===== src/wpa_pkg.sv =====
// ----------------------------------------------------------------------------
// wpa_pkg
// Shared constants, codes and types of the weighted pixel accumulator.
// ----------------------------------------------------------------------------
package wpa_pkg;

  localparam int MAX_PIXELS = 65536;
  localparam int SUM_BITS   = 40;
  localparam int ADDR_W     = $clog2(MAX_PIXELS);
  localparam int IDX_W      = 16;
  localparam int COLOR_W    = 16;
  localparam int WEIGHT_W   = 16;
  localparam int WMAG_W     = WEIGHT_W - 1;
  localparam int FRAC_SHIFT = 14;
  localparam int MULT_W     = COLOR_W + WMAG_W;
  localparam int PROD_W     = MULT_W - FRAC_SHIFT;
  localparam int OUT_W      = 40;
  localparam int CNT_W      = 17;
  localparam int PADDR_W    = 3;
  localparam int PDATA_W    = 32;

  localparam logic [CNT_W-1:0]   PIXEL_COUNT_RST = CNT_W'(65536);
  localparam logic [PADDR_W-1:0] REG_PIXEL_COUNT = PADDR_W'(0);

  localparam logic [1:0] CMD_DEPOSIT = 2'd0;
  localparam logic [1:0] CMD_READ    = 2'd1;
  localparam logic [1:0] CMD_CLEAR   = 2'd2;

  typedef enum logic [1:0] {
    KIND_NONE,
    KIND_DEPOSIT,
    KIND_READ,
    KIND_CLEAR
  } kind_t;

  typedef enum logic [2:0] {
    ST_CLEAR,
    ST_IDLE,
    ST_DEP_FETCH,
    ST_DEP_UPDATE,
    ST_RD_FETCH,
    ST_RD_RESP
  } state_t;

  typedef struct packed {
    logic load;
    logic clear_step;
    logic update;
    logic respond;
  } ctrl_t;

  typedef struct packed {
    kind_t kind;
    logic  clr_last;
  } stat_t;

endpackage


===== src/wpa_regs.sv =====
// ----------------------------------------------------------------------------
// wpa_regs
// APB-style configuration register holding the valid pixel count.
// ----------------------------------------------------------------------------
module wpa_regs (
  input  logic                             clk,
  input  logic                             rst_n,
  input  logic                             psel,
  input  logic                             penable,
  input  logic                             pwrite,
  input  logic [wpa_pkg::PADDR_W-1:0]      paddr,
  input  logic [wpa_pkg::PDATA_W-1:0]      pwdata,
  output logic [wpa_pkg::PDATA_W-1:0]      prdata,
  output logic                             pready,
  output logic [wpa_pkg::CNT_W-1:0]        pixel_count
);

  logic [wpa_pkg::CNT_W-1:0] pixel_count_r;
  logic [wpa_pkg::CNT_W-1:0] pixel_count_nxt;
  logic                      sel_count;

  assign sel_count = (paddr[wpa_pkg::PADDR_W-1:2] ==
                      wpa_pkg::REG_PIXEL_COUNT[wpa_pkg::PADDR_W-1:2]);

  always_comb begin
    pixel_count_nxt = pixel_count_r;
    if (psel && penable && pwrite && sel_count) begin
      pixel_count_nxt = pwdata[wpa_pkg::CNT_W-1:0];
    end
  end

  always_ff @(posedge clk) begin
    if (!rst_n) begin
      pixel_count_r <= wpa_pkg::PIXEL_COUNT_RST;
    end else begin
      pixel_count_r <= pixel_count_nxt;
    end
  end

  assign pready      = 1'b1;
  assign prdata      = sel_count ? wpa_pkg::PDATA_W'(pixel_count_r) : '0;
  assign pixel_count = pixel_count_r;

endmodule


===== config.mk =====
export PLATFORM = sky130hd
export DESIGN_NAME = wpa_regs
export DESIGN_NICKNAME = d
export VERILOG_FILES = /design/src/wpa_pkg.sv /design/src/wpa_regs.sv
export SDC_FILE = /design/constraint.sdc
export NUM_CORES = 1
export LEC_CHECK = 0
export BUFFER_PORTS_ARGS = -buffer_cell sky130_fd_sc_hd__buf_4
export CAP_MARGIN = 25
export CORE_MARGIN = 1
export CORE_UTILIZATION = 39
export DETAILED_ROUTE_END_ITERATION = 8
export PLACE_DENSITY = 0.88
export SYNTH_ARGS = -nofsm -noshare
export SYNTH_HDL_FRONTEND = slang
export SYNTH_SLANG_ARGS = --single-unit

===== constraint.sdc =====
create_clock -name clk -period 1.9 [get_ports clk]
set_input_delay 0 -clock clk [delete_from_list [all_inputs] [get_ports clk]]
set_output_delay 0 -clock clk [all_outputs]
set_load 0.02 [all_outputs]

; ---- After elaboration in Yosys (flattened, before gate mapping)
; Cells that the tools add are included.
[totals]
regBits = 17
in_bits = 40
out_inout_bits = 50
word_cells = 6
[classes]
muxes = 1
n_bitwise = 1
reduce_logical = 3
[op_table]
columns = cell, count
row1 = 2-to-1 mux 17 bit, 1
row2 = logical AND 1 bit, 3
row3 = inverter 1 bit, 1

; ---- Depth between registers and ports, before layout
[depth]
ltp_word = 3
ltp_mapped = 4
depth_no_buf = 2

; ---- Worst setup path after synthesis
; OpenSTA, ideal clock, no wires.
[synth_timing]
kind = flip-flop to output port
from = reg pixel_count_r (netlist bit pixel_count[10])
to = out prdata[10] in the netlist's numbering
arrival_ps = 805
t_required_ps = 1900
setup_slack_ps = 1095
path_stages_with_launch = 2
n_path_buf = 0
path_cell_list = dfxtp_1 -> nor2b_1
[synth_between]
elab_chain_cells = 1
[synth_rtl]
columns = element, line
row1 = "start, declared", wpa_regs.sv:18  ; logic [wpa_pkg::CNT_W-1:0] pixel_count_r;
row2 = "start signal, assigned", wpa_regs.sv:34  ; pixel_count_r <= wpa_pkg::PIXEL_COUNT_RST;
row3 = "start signal, assigned", wpa_regs.sv:36  ; pixel_count_r <= pixel_count_nxt;
row4 = 2-to-1 mux 17 bit, wpa_regs.sv:41  ; assign prdata = sel_count ? wpa_pkg::PDATA_W'(pixel_count_r) : '0;
row5 = "end, declared", wpa_regs.sv:13  ; output logic [wpa_pkg::PDATA_W-1:0] prdata,
; No other way between the ends.

; ---- Final worst setup path
[layout_timing]
from = in paddr[2] in the netlist's numbering
to = reg pixel_count_r (netlist bit pixel_count[15])
[layout_between]
elab_chain_cells = 2
[layout_rtl]
columns = element, line
row1 = "start, declared", wpa_regs.sv:11  ; input logic [wpa_pkg::PADDR_W-1:0] paddr,
row2 = inverter 1 bit, wpa_regs.sv:22  ; assign sel_count = (paddr[wpa_pkg::PADDR_W-1:2] ==
row3 = logical AND 1 bit, wpa_regs.sv:27  ; if (psel && penable && pwrite && sel_count) begin
; No other way between the ends.
; A chain may end at the register's enable or synchronous reset.

==> impl_results.md <==
* Vias in the first global route at 860
* Clk root buf: clkbuf_4
* Final setup violation count at 0
* Critical path startpoint: paddr[2]
* FF-to-FF End: pixel_count[16]
* Register area share after synthesis at 35.6%
* Area contributors post-synth: dfxtp_1 (36%), mux2i_1 (18%), buf_4 (13%), nand2_1 (13%), nor2b_1 (7.9%)
* Top_reg_cell synth: dfxtp_1
* Via-to-Cell Ratio at 4.20
* Worst path depth at 4
* Final period util at 52.6%
* Gate Count Post-Synth at 111
* Diode count at 0
* Crit path max-delay family: simple AND/OR/NAND/NOR gates
* Die Wd at 51.5 µm
* Detail Placement HPWL at 1.49 mm
* First-pass GRT wire length at 3.67 mm
* Flop2flop setup slack at 1270 ps
* Largest net degree at the start of global routing at 35
* Async SR Flop Fraction at 0%
* Pwr/cell area at 490 nW/µm²
* WP data required at 2110 ps
* GR Overflow Total at 0
* Final hold violation count at 0
* Placed insts at 187
* Via Count at 874
* WP buf/inv at 2
* P_leak at 0.728 nW
* Drt first pass iters at 2
* Max FFs per register at 17
* Post-Syn Area at 955 µm²
* Clock tree buffer depth at 2
* Post-route insts no fill at 208
* Synth unique cells at 11
* Synth cell count leaders: nand2_1 (32), dfxtp_1 (17), mux2i_1 (17)
* RSZ-0062 raised after global routing: no
* H-tree Lvls at 1
* Crit-path most repeated cell: buf_4
* Routed wire length at 2.34 mm
* Delay of the slowest critical-path stage at 510 ps
* Routability congestion estimate at 0.642
* Top-count cell post-synth: nand2_1
* Cell row count at 17
* Die height at 51.5 µm
* Initial core utilization at 42.3%
* Clock sinks at 17
* DRT iter0 DRCs at 6
* Setup_tns at 0 ps
* CTS resizes at 0
* Routed WL per cell at 11.3 µm
* CORE AREA at 2250 µm²
* Hold_buf cts at 17
* Count of maximum capacitance violations at 0
* WHS at 116 ps
* CP max stage cell: and4b_1
* Share of layout cells above drive strength 1 at 37.2%
* Routed Antenna Nets at 0
* Leading area contributor after synthesis: dfxtp_1
* Post-synth EDFFs at 0
* CTS buffer count at 3
* CTS tree: built
* CTS clk-pin slew, worst paths at 100 ps
* Crit. End Element: flip-flop
* Gr usage total at 18.7%
* Initial antenna violation count at 0
* Synthesis-stage register bit count at 17
* Final Power at 0.733 mW
* Setup WS pre-CTS at 592 ps
* Fin. max-slew vios at 0
* Die area at 2650 µm²
* Top-area cell type share of the netlist area at 35.6%
* Final setup margin at 901 ps
* Post CTS Setup Buffer Count at 0
* Worst skew pair latency at 270 ps
* I/O Buffers at 56
* Critical setup path kind: in2reg
* F_max at 1.00 GHz
* Residual DRC at 0
* Worst path cell trace: buf_4, and4b_1, buf_4, mux2i_1
* Synth Warn # at 0
* Critical path startpoint category: input pin
* Nets at 221
* Skew final at 0 ps
* Critical Path Sink: pixel_count[15]
* Fin crit period at 999 ps
* Hold Crit Class: in2reg
* IO Count at 90
* Worst reg-to-reg path cell count at 2
* Crit-path max FO at 18
* Status: finished, final reports clean
* Crit path arrival time at 1210 ps
* Avg Inst Size Synth at 8.60 µm²
* Area growth syn-to-layout at 56.8%
* Peak supply drop at 0.000257 V
* Critical R2R Launch: pixel_count[16]
* WHS Path Cells at 3
==> per-stage QoR <==
step           utilization, %  area [µm²]
2_1_floorplan               -        1010
3_3_place_gp             57.7        1300
3_5_place_dp             57.7        1300
4_1_cts                  66.4        1500
5_1_grt                  66.4        1500
6_report                 66.4        1500
==> layout make-up <==
cell class,instances,area [µm²]
fillers,195,758
multi-input cells,85,497
well taps,28,35.0
clock buffers,4,26.3
flip-flops and latches,17,340
repair buffers,74,598
==> power breakdown <==
part | switching (mW) | internal, mW | total, mW
Combinational | 0.0888 | 0.0843 | 0.173
Clock | 0.109 | 0.0814 | 0.190
Sequential | 0.00576 | 0.364 | 0.370
Total | 0.203 | 0.530 | 0.733
==> cell families (layout without fill, tap and decap cells) <==
group	Yosys count	after routing	share of synthesized area (%)
muxes	17	17	17.8
other	2	16	0.787
DFF	17	17	35.6
buffers and inverters	23	78	17.8
and+or+nand+nor	52	52	27.9
==> routing by layer <==
metal	share of wire (%)	wire [µm]	vias up	global-route usage (%)
met5	0	0	-	0
met4	0	0	0	4.05
met3	6.0	140	0	2.98
met2	56	1320	42	39.6
met1	38	880	382	18.0
li1	-	-	450	-
==> worst min-delay path by stage <==
stage	from	endpoint
finish	rst_n	pixel_count[4]
global route	rst_n	pixel_count[0]
CTS	rst_n	pixel_count[4]
detailed placement	pwdata[4]	pixel_count[4]
global placement	pwdata[16]	pixel_count[16]
floorplan	pwdata[10]	pixel_count[10]
==> tightest hold or removal path, cell delays in order <==
cell and delay (ps):
buf_4 210, nand2_1 100, mux2i_1 50
==> cells in the final DEF (no fill, tap or decap) <==
master,count
dlygate4sd3_1,17
dfxtp_1,17
nor2b_1,12
buf_4,57
clkbuf_1,1
mux2i_1,17
and2b_2,7
clkbuf_4,3
nand2_1,32
conb_1,16
and4b_1,1
(Power assumes the default switching activity.)
