<file path="src/wpa_pkg.sv">
// ----------------------------------------------------------------------------
// wpa_pkg
// Shared constants, codes and types of the weighted pixel accumulator.
// ----------------------------------------------------------------------------
package wpa_pkg;

  localparam int MAX_PIXELS = 65536;
  localparam int SUM_BITS   = 40;
  localparam int ADDR_W     = $clog2(MAX_PIXELS);
  localparam int IDX_W      = 16;
  localparam int COLOR_W    = 16;
  localparam int WEIGHT_W   = 16;
  localparam int WMAG_W     = WEIGHT_W - 1;
  localparam int FRAC_SHIFT = 14;
  localparam int MULT_W     = COLOR_W + WMAG_W;
  localparam int PROD_W     = MULT_W - FRAC_SHIFT;
  localparam int OUT_W      = 40;
  localparam int CNT_W      = 17;
  localparam int PADDR_W    = 3;
  localparam int PDATA_W    = 32;

  localparam logic [CNT_W-1:0]   PIXEL_COUNT_RST = CNT_W'(65536);
  localparam logic [PADDR_W-1:0] REG_PIXEL_COUNT = PADDR_W'(0);

  localparam logic [1:0] CMD_DEPOSIT = 2'd0;
  localparam logic [1:0] CMD_READ    = 2'd1;
  localparam logic [1:0] CMD_CLEAR   = 2'd2;

  typedef enum logic [1:0] {
    KIND_NONE,
    KIND_DEPOSIT,
    KIND_READ,
    KIND_CLEAR
  } kind_t;

  typedef enum logic [2:0] {
    ST_CLEAR,
    ST_IDLE,
    ST_DEP_FETCH,
    ST_DEP_UPDATE,
    ST_RD_FETCH,
    ST_RD_RESP
  } state_t;

  typedef struct packed {
    logic load;
    logic clear_step;
    logic update;
    logic respond;
  } ctrl_t;

  typedef struct packed {
    kind_t kind;
    logic  clr_last;
  } stat_t;

endpackage

</file>
<file path="src/wpa_ctrl.sv">
// ----------------------------------------------------------------------------
// wpa_ctrl
// Sequencer for deposit, read and clear items.
// ----------------------------------------------------------------------------
module wpa_ctrl (
  input  logic            clk,
  input  logic            rst_n,
  input  logic            start,
  input  wpa_pkg::stat_t  stat,
  output wpa_pkg::ctrl_t  ctrl,
  output logic            busy
);

  wpa_pkg::state_t state_r;
  wpa_pkg::state_t state_nxt;

  always_comb begin
    state_nxt = state_r;
    case (state_r)
      wpa_pkg::ST_CLEAR: begin
        if (stat.clr_last) begin
          state_nxt = wpa_pkg::ST_IDLE;
        end
      end
      wpa_pkg::ST_IDLE: begin
        if (start) begin
          case (stat.kind)
            wpa_pkg::KIND_DEPOSIT: state_nxt = wpa_pkg::ST_DEP_FETCH;
            wpa_pkg::KIND_READ:    state_nxt = wpa_pkg::ST_RD_FETCH;
            wpa_pkg::KIND_CLEAR:   state_nxt = wpa_pkg::ST_CLEAR;
            default:               state_nxt = wpa_pkg::ST_IDLE;
          endcase
        end
      end
      wpa_pkg::ST_DEP_FETCH:  state_nxt = wpa_pkg::ST_DEP_UPDATE;
      wpa_pkg::ST_DEP_UPDATE: state_nxt = wpa_pkg::ST_IDLE;
      wpa_pkg::ST_RD_FETCH:   state_nxt = wpa_pkg::ST_RD_RESP;
      wpa_pkg::ST_RD_RESP:    state_nxt = wpa_pkg::ST_IDLE;
      default:                state_nxt = wpa_pkg::ST_IDLE;
    endcase
  end

  always_comb begin
    ctrl            = '0;
    busy            = 1'b1;
    case (state_r)
      wpa_pkg::ST_IDLE: begin
        busy      = 1'b0;
        ctrl.load = start;
      end
      wpa_pkg::ST_CLEAR:      ctrl.clear_step = 1'b1;
      wpa_pkg::ST_DEP_UPDATE: ctrl.update     = 1'b1;
      wpa_pkg::ST_RD_RESP:    ctrl.respond    = 1'b1;
      default:                ctrl            = '0;
    endcase
  end

  always_ff @(posedge clk) begin
    if (!rst_n) begin
      state_r <= wpa_pkg::ST_CLEAR;
    end else begin
      state_r <= state_nxt;
    end
  end

endmodule

</file>
<file path="config.mk">
export PLATFORM = sky130hd
export DESIGN_NAME = wpa_ctrl
export DESIGN_NICKNAME = d
export VERILOG_FILES = /design/src/wpa_pkg.sv /design/src/wpa_ctrl.sv
export SDC_FILE = /design/constraint.sdc
export NUM_CORES = 1
export LEC_CHECK = 0
export BUFFER_PORTS_ARGS = -buffer_cell sky130_fd_sc_hd__buf_2
export CORE_AREA = 8 8 45 47
export DETAILED_ROUTE_END_ITERATION = 8
export DIE_AREA = 0 0 53 55
export MAX_ROUTING_LAYER = met4
export SLEW_MARGIN = 10
export SYNTH_ARGS = -nofsm -noshare
export SYNTH_HDL_FRONTEND = slang
export SYNTH_SLANG_ARGS = --single-unit
</file>
<file path="constraint.sdc">
create_clock -name clk -period 1.9 [get_ports clk]
set_input_delay 0.19 -clock clk [delete_from_list [all_inputs] [get_ports clk]]
set_output_delay 0.19 -clock clk [all_outputs]
set_load 0.01 [all_outputs]
</file>
# Word-level counts from Yosys, hierarchy flattened

Cells that the tools add are included.

Output and inout port bits: 5
Bits in registers: 3
Input port bits: 6
Logic and storage cells: 22

Mux-type cells: 9
Eq/ne operators: 10
Reduce and logical (&&, ||, !) cells: 2

Operators by type and width:

| operator                                                              | number |
|---|---|
| 3-bit case mux with 4 select lines                                    | 1 |
| 3-bit case mux with 3 select lines                                    | 1 |
| 3-bit by 2-bit equality test with 1-bit output, second input constant | 2 |
| 3-bit equality test, second input constant                            | 2 |
| 3-bit two-way mux                                                     | 2 |
| 1-bit two-way mux                                                     | 5 |
| 2-bit equality test, second input constant                            | 2 |
| 2-bit inequality test, second input constant                          | 2 |
| 3-bit by 1-bit equality test with 1-bit output, second input constant | 1 |
| 3-bit zero test                                                       | 1 |
| 2-bit by 1-bit equality test with 1-bit output, second input constant | 1 |
| 2-bit AND reduction                                                   | 1 |

# Depth between registers and ports, before layout

Depth after elaboration: 4
Mapped depth: 3
Mapped depth without buffers: 2

# Worst setup path before layout

OpenSTA, ideal clock, no wires.

Path type: reg-to-reg
From: reg state_r[2]
To: reg state_r[1]
Data required time: 1804 ps
Path buffers: 1
Cell stages (with the launch flop): 4
Setup slack: 843 ps
Data arrival time: 961 ps
Clock period less this slack: 1057 ps
Library setup time: 96 ps
Cell sequence: dfxtp_1 buf_6 or4bb_1 o41ai_2

Cells in the longest elaborated chain, start to end: 3
Elaborated cells between the ends (all ways): 8
Classes of those cells: eq/ne (5); mux (1); reduce/logical (2)

RTL lines:

| element                                                                                  | line           | source |
|---|---|---|
| from (decl)                                                                              | wpa_ctrl.sv:14 | `wpa_pkg::state_t state_r;` |
| from (signal assigned)                                                                   | wpa_ctrl.sv:60 | `state_r <= wpa_pkg::ST_CLEAR;` |
| from (signal assigned)                                                                   | wpa_ctrl.sv:62 | `state_r <= state_nxt;` |
| 3-bit by 1-bit equality test with 1-bit output / 3-bit zero test (equally long branches) | wpa_ctrl.sv:19 | `case (state_r)` |
| 2-bit inequality test (no source line)                                                   | --             |  |
| 2-bit AND reduction (no source line)                                                     | --             |  |

Parallel ways exist; a longest one is shown, timed or not.
A chain may end at the register's enable or synchronous reset.

==> metrics <==
fin area around 290 µm²; Seq/Total Area, Yosys roughly 28%; Hold WC Path Type in -> reg; GP Congestion between 0.7 and 0.8; worst vdd ir 0.000205 V; grt total ovfl 0; met2 Use GR just under 5%; Comb pwr share 14.0%; vias in the first global route 234; setup ws final 589 ps; met3 Use GR 2.41%; die area approximately 3000 µm²; Least-Margin Pin Slew 287 ps; Final Hold Slack ~180 ps; CP endpoint kind output port; Sw Ratio about 26%; Slew Limit Fails 0; final core occ 20.9%; Post-layout nets 42; top cell type by total area after synthesis dfxtp_1; Multi-input gate area between 100 and 150 µm²; CTS Buffer Depth 2; GR Util met1 under 10%; main combinational cell family by area after synthesis simple AND/OR/NAND/NOR gates; area delta synth->final 35.1%; clock power share 52.5%; drc violations 0; latest clock arrival within the worst-skew pair 230 ps; Mapped Area 214 µm²; antenna diode count 0; CTS H-tree depth 1; dominant synthesized flop cell dfxtp_1; GRT Max-Usage Layer met4; Crit Path Category reg -> out; Clk pin slew, worst setup/hold paths 40 ps; post-synthesis register bit count 3; Num CTS Buffers 3; Starting DRT DRC Count 2; Yosys top cell area share between 20% and 30%; adder-cell area share of the yosys netlist 0%; clk sinks 3; RSZ-0062 raised after global routing false; largest net degree at the start of global routing 11; Mean Syn Cell Area between 8 and 9 µm²; CTS tree built; complex-gate fraction of the synthesized area a little under a fifth; Yosys cell types 17; die width 53 µm; Post-synth ARST share 0%; Synth warnings 0; core area roughly 1400 µm²; post-route insts no fill 51; worst path required time 1710 ps; top cells by count, synth 3 x dfxtp_1, 3 x nand2_1, 2 x buf_2, 2 x nor2_1, 2 x o41ai_1; buffers inserted by post-CTS timing repair 0; IO buf count 10; crit path launch type flop; Pint approximately 160 µW; Synth Area in Simple Gates 42.1%; Setup Viol. Count Final 0; Pwr per Cell Area 750 nW/µm²; Largest register FFs 3; Final period util 69.0%; run status completed; row count 14; dpl cell area 263 µm²; Peak Freq 0.763 GHz; layout cells sized above 1 a little under half; initial antenna violation count 0; Slew HR 80.9%; DP Cell Count 47; maxcap violations 0; first-pass GRT wire length slightly below 900 µm; P_leak around 0.13 nW; post-cts resize count 0; total chip power 217 µW; clock root buffer clkbuf_4; endpoints failing hold 0; minimum clock period 1310 ps; xor/xnor cell area share of the yosys netlist 0%; Routed WL 520 µm; Fin Setup TNS 0 ps; filler cell count 162; Vias 206; Die Ht 55 µm; biggest regs state_r x3; worst path arrival time 1120 ps; syn_nets 30; pre-CTS setup slack between 800 and 900 ps; Top reg by flops state_r; total area of sequential cells 60.1 µm²; Antenna Nets Post-Route 0; P_sw 55.8 µW; wire per inst 10.2 µm; crit-path max FO 10; mux contribution to synthesized area 0%; # IOs 11; Reg power frac 33.4%; hold_buf cts 0; number of synthesized flops with an enable pin 0; Vias/cell 4.04; clk_skew 1.34 ps; Tot GR Track Use 4.45%; drt first pass iters 2; Cells after Synth 24; synth top area cells dfxtp_1 28%, o41ai_1 8.2%, o41ai_2 7.6%; Initial Util 15.5%
cell type report:
type                    instances  share of cell area [%]
well taps                      16                    6.93
flip-flops and latches          3                    20.8
repair buffers                 10                    17.3
multi-input cells              17                    44.6
inverters                       1                    1.30
clock buffers                   4                    9.09
path summary, 6_finish.rpt:
| kind | start | endpoint | slack (ps) | cells past startpoint |
|---|---|---|---|---|
| max | state_r[1] | ctrl[3] | 590 | 2 |
| min | stat[1] | state_r[2] | 180 | 2 |
| max reg2reg | state_r[1] | state_r[1] | 830 | 2 |
| min reg2reg | state_r[0] | state_r[1] | 610 | 2 |
worst max-delay path, cell delays in order, from the launching register on:
cell and delay (ps):
dfxtp_1 470, and4bb_2 270, buf_2 140
kinds of logic (layout without fill, tap and decap cells):
family                 count (synthesis)  count (layout)
AND/OR/NAND/NOR                       13              13
AO/OA/AOI/OAI                          4               4
buffers and inverters                  4              15
flip-flops                             3               3
power groups by stage:
stage | Clock (mW) | Sequential, mW | Combinational, mW
finish | 0.114 | 0.0725 | 0.0304
global route | 0.125 | 0.0735 | 0.0334
CTS | 0.120 | 0.0724 | 0.0309
detailed placement | 0 | 0.0735 | 0.0309
global placement | 0 | 0.0731 | 0.0310
floorplan | 0 | 0.0678 | 0.0234
routing by layer:
metal	share of wire, %	vias to the layer above
met5	0	-
met4	0	0
met3	10	0
met2	38	9
met1	51	87
li1	-	110
placed cells by master (no fill, tap or decap):
cell type / synthesis / final
a21oi_1: 1 / 1
and3b_1: 1 / 1
and4bb_2: 1 / 1
buf_2: 2 / 10
clkbuf_1: 0 / 1
clkbuf_4: 0 / 3
dfxtp_1: 3 / 3
inv_1: 1 / 1
nand2_1: 3 / 3
nand3b_1: 1 / 1
nand4bb_1: 1 / 1
nor2_1: 2 / 2
nor3_1: 1 / 1
o41ai_1: 2 / 2
o41ai_2: 1 / 1
or2_2: 1 / 1
or3b_1: 1 / 1
or4bb_1: 1 / 1
Note: power is estimated with default switching activity, not from simulation.
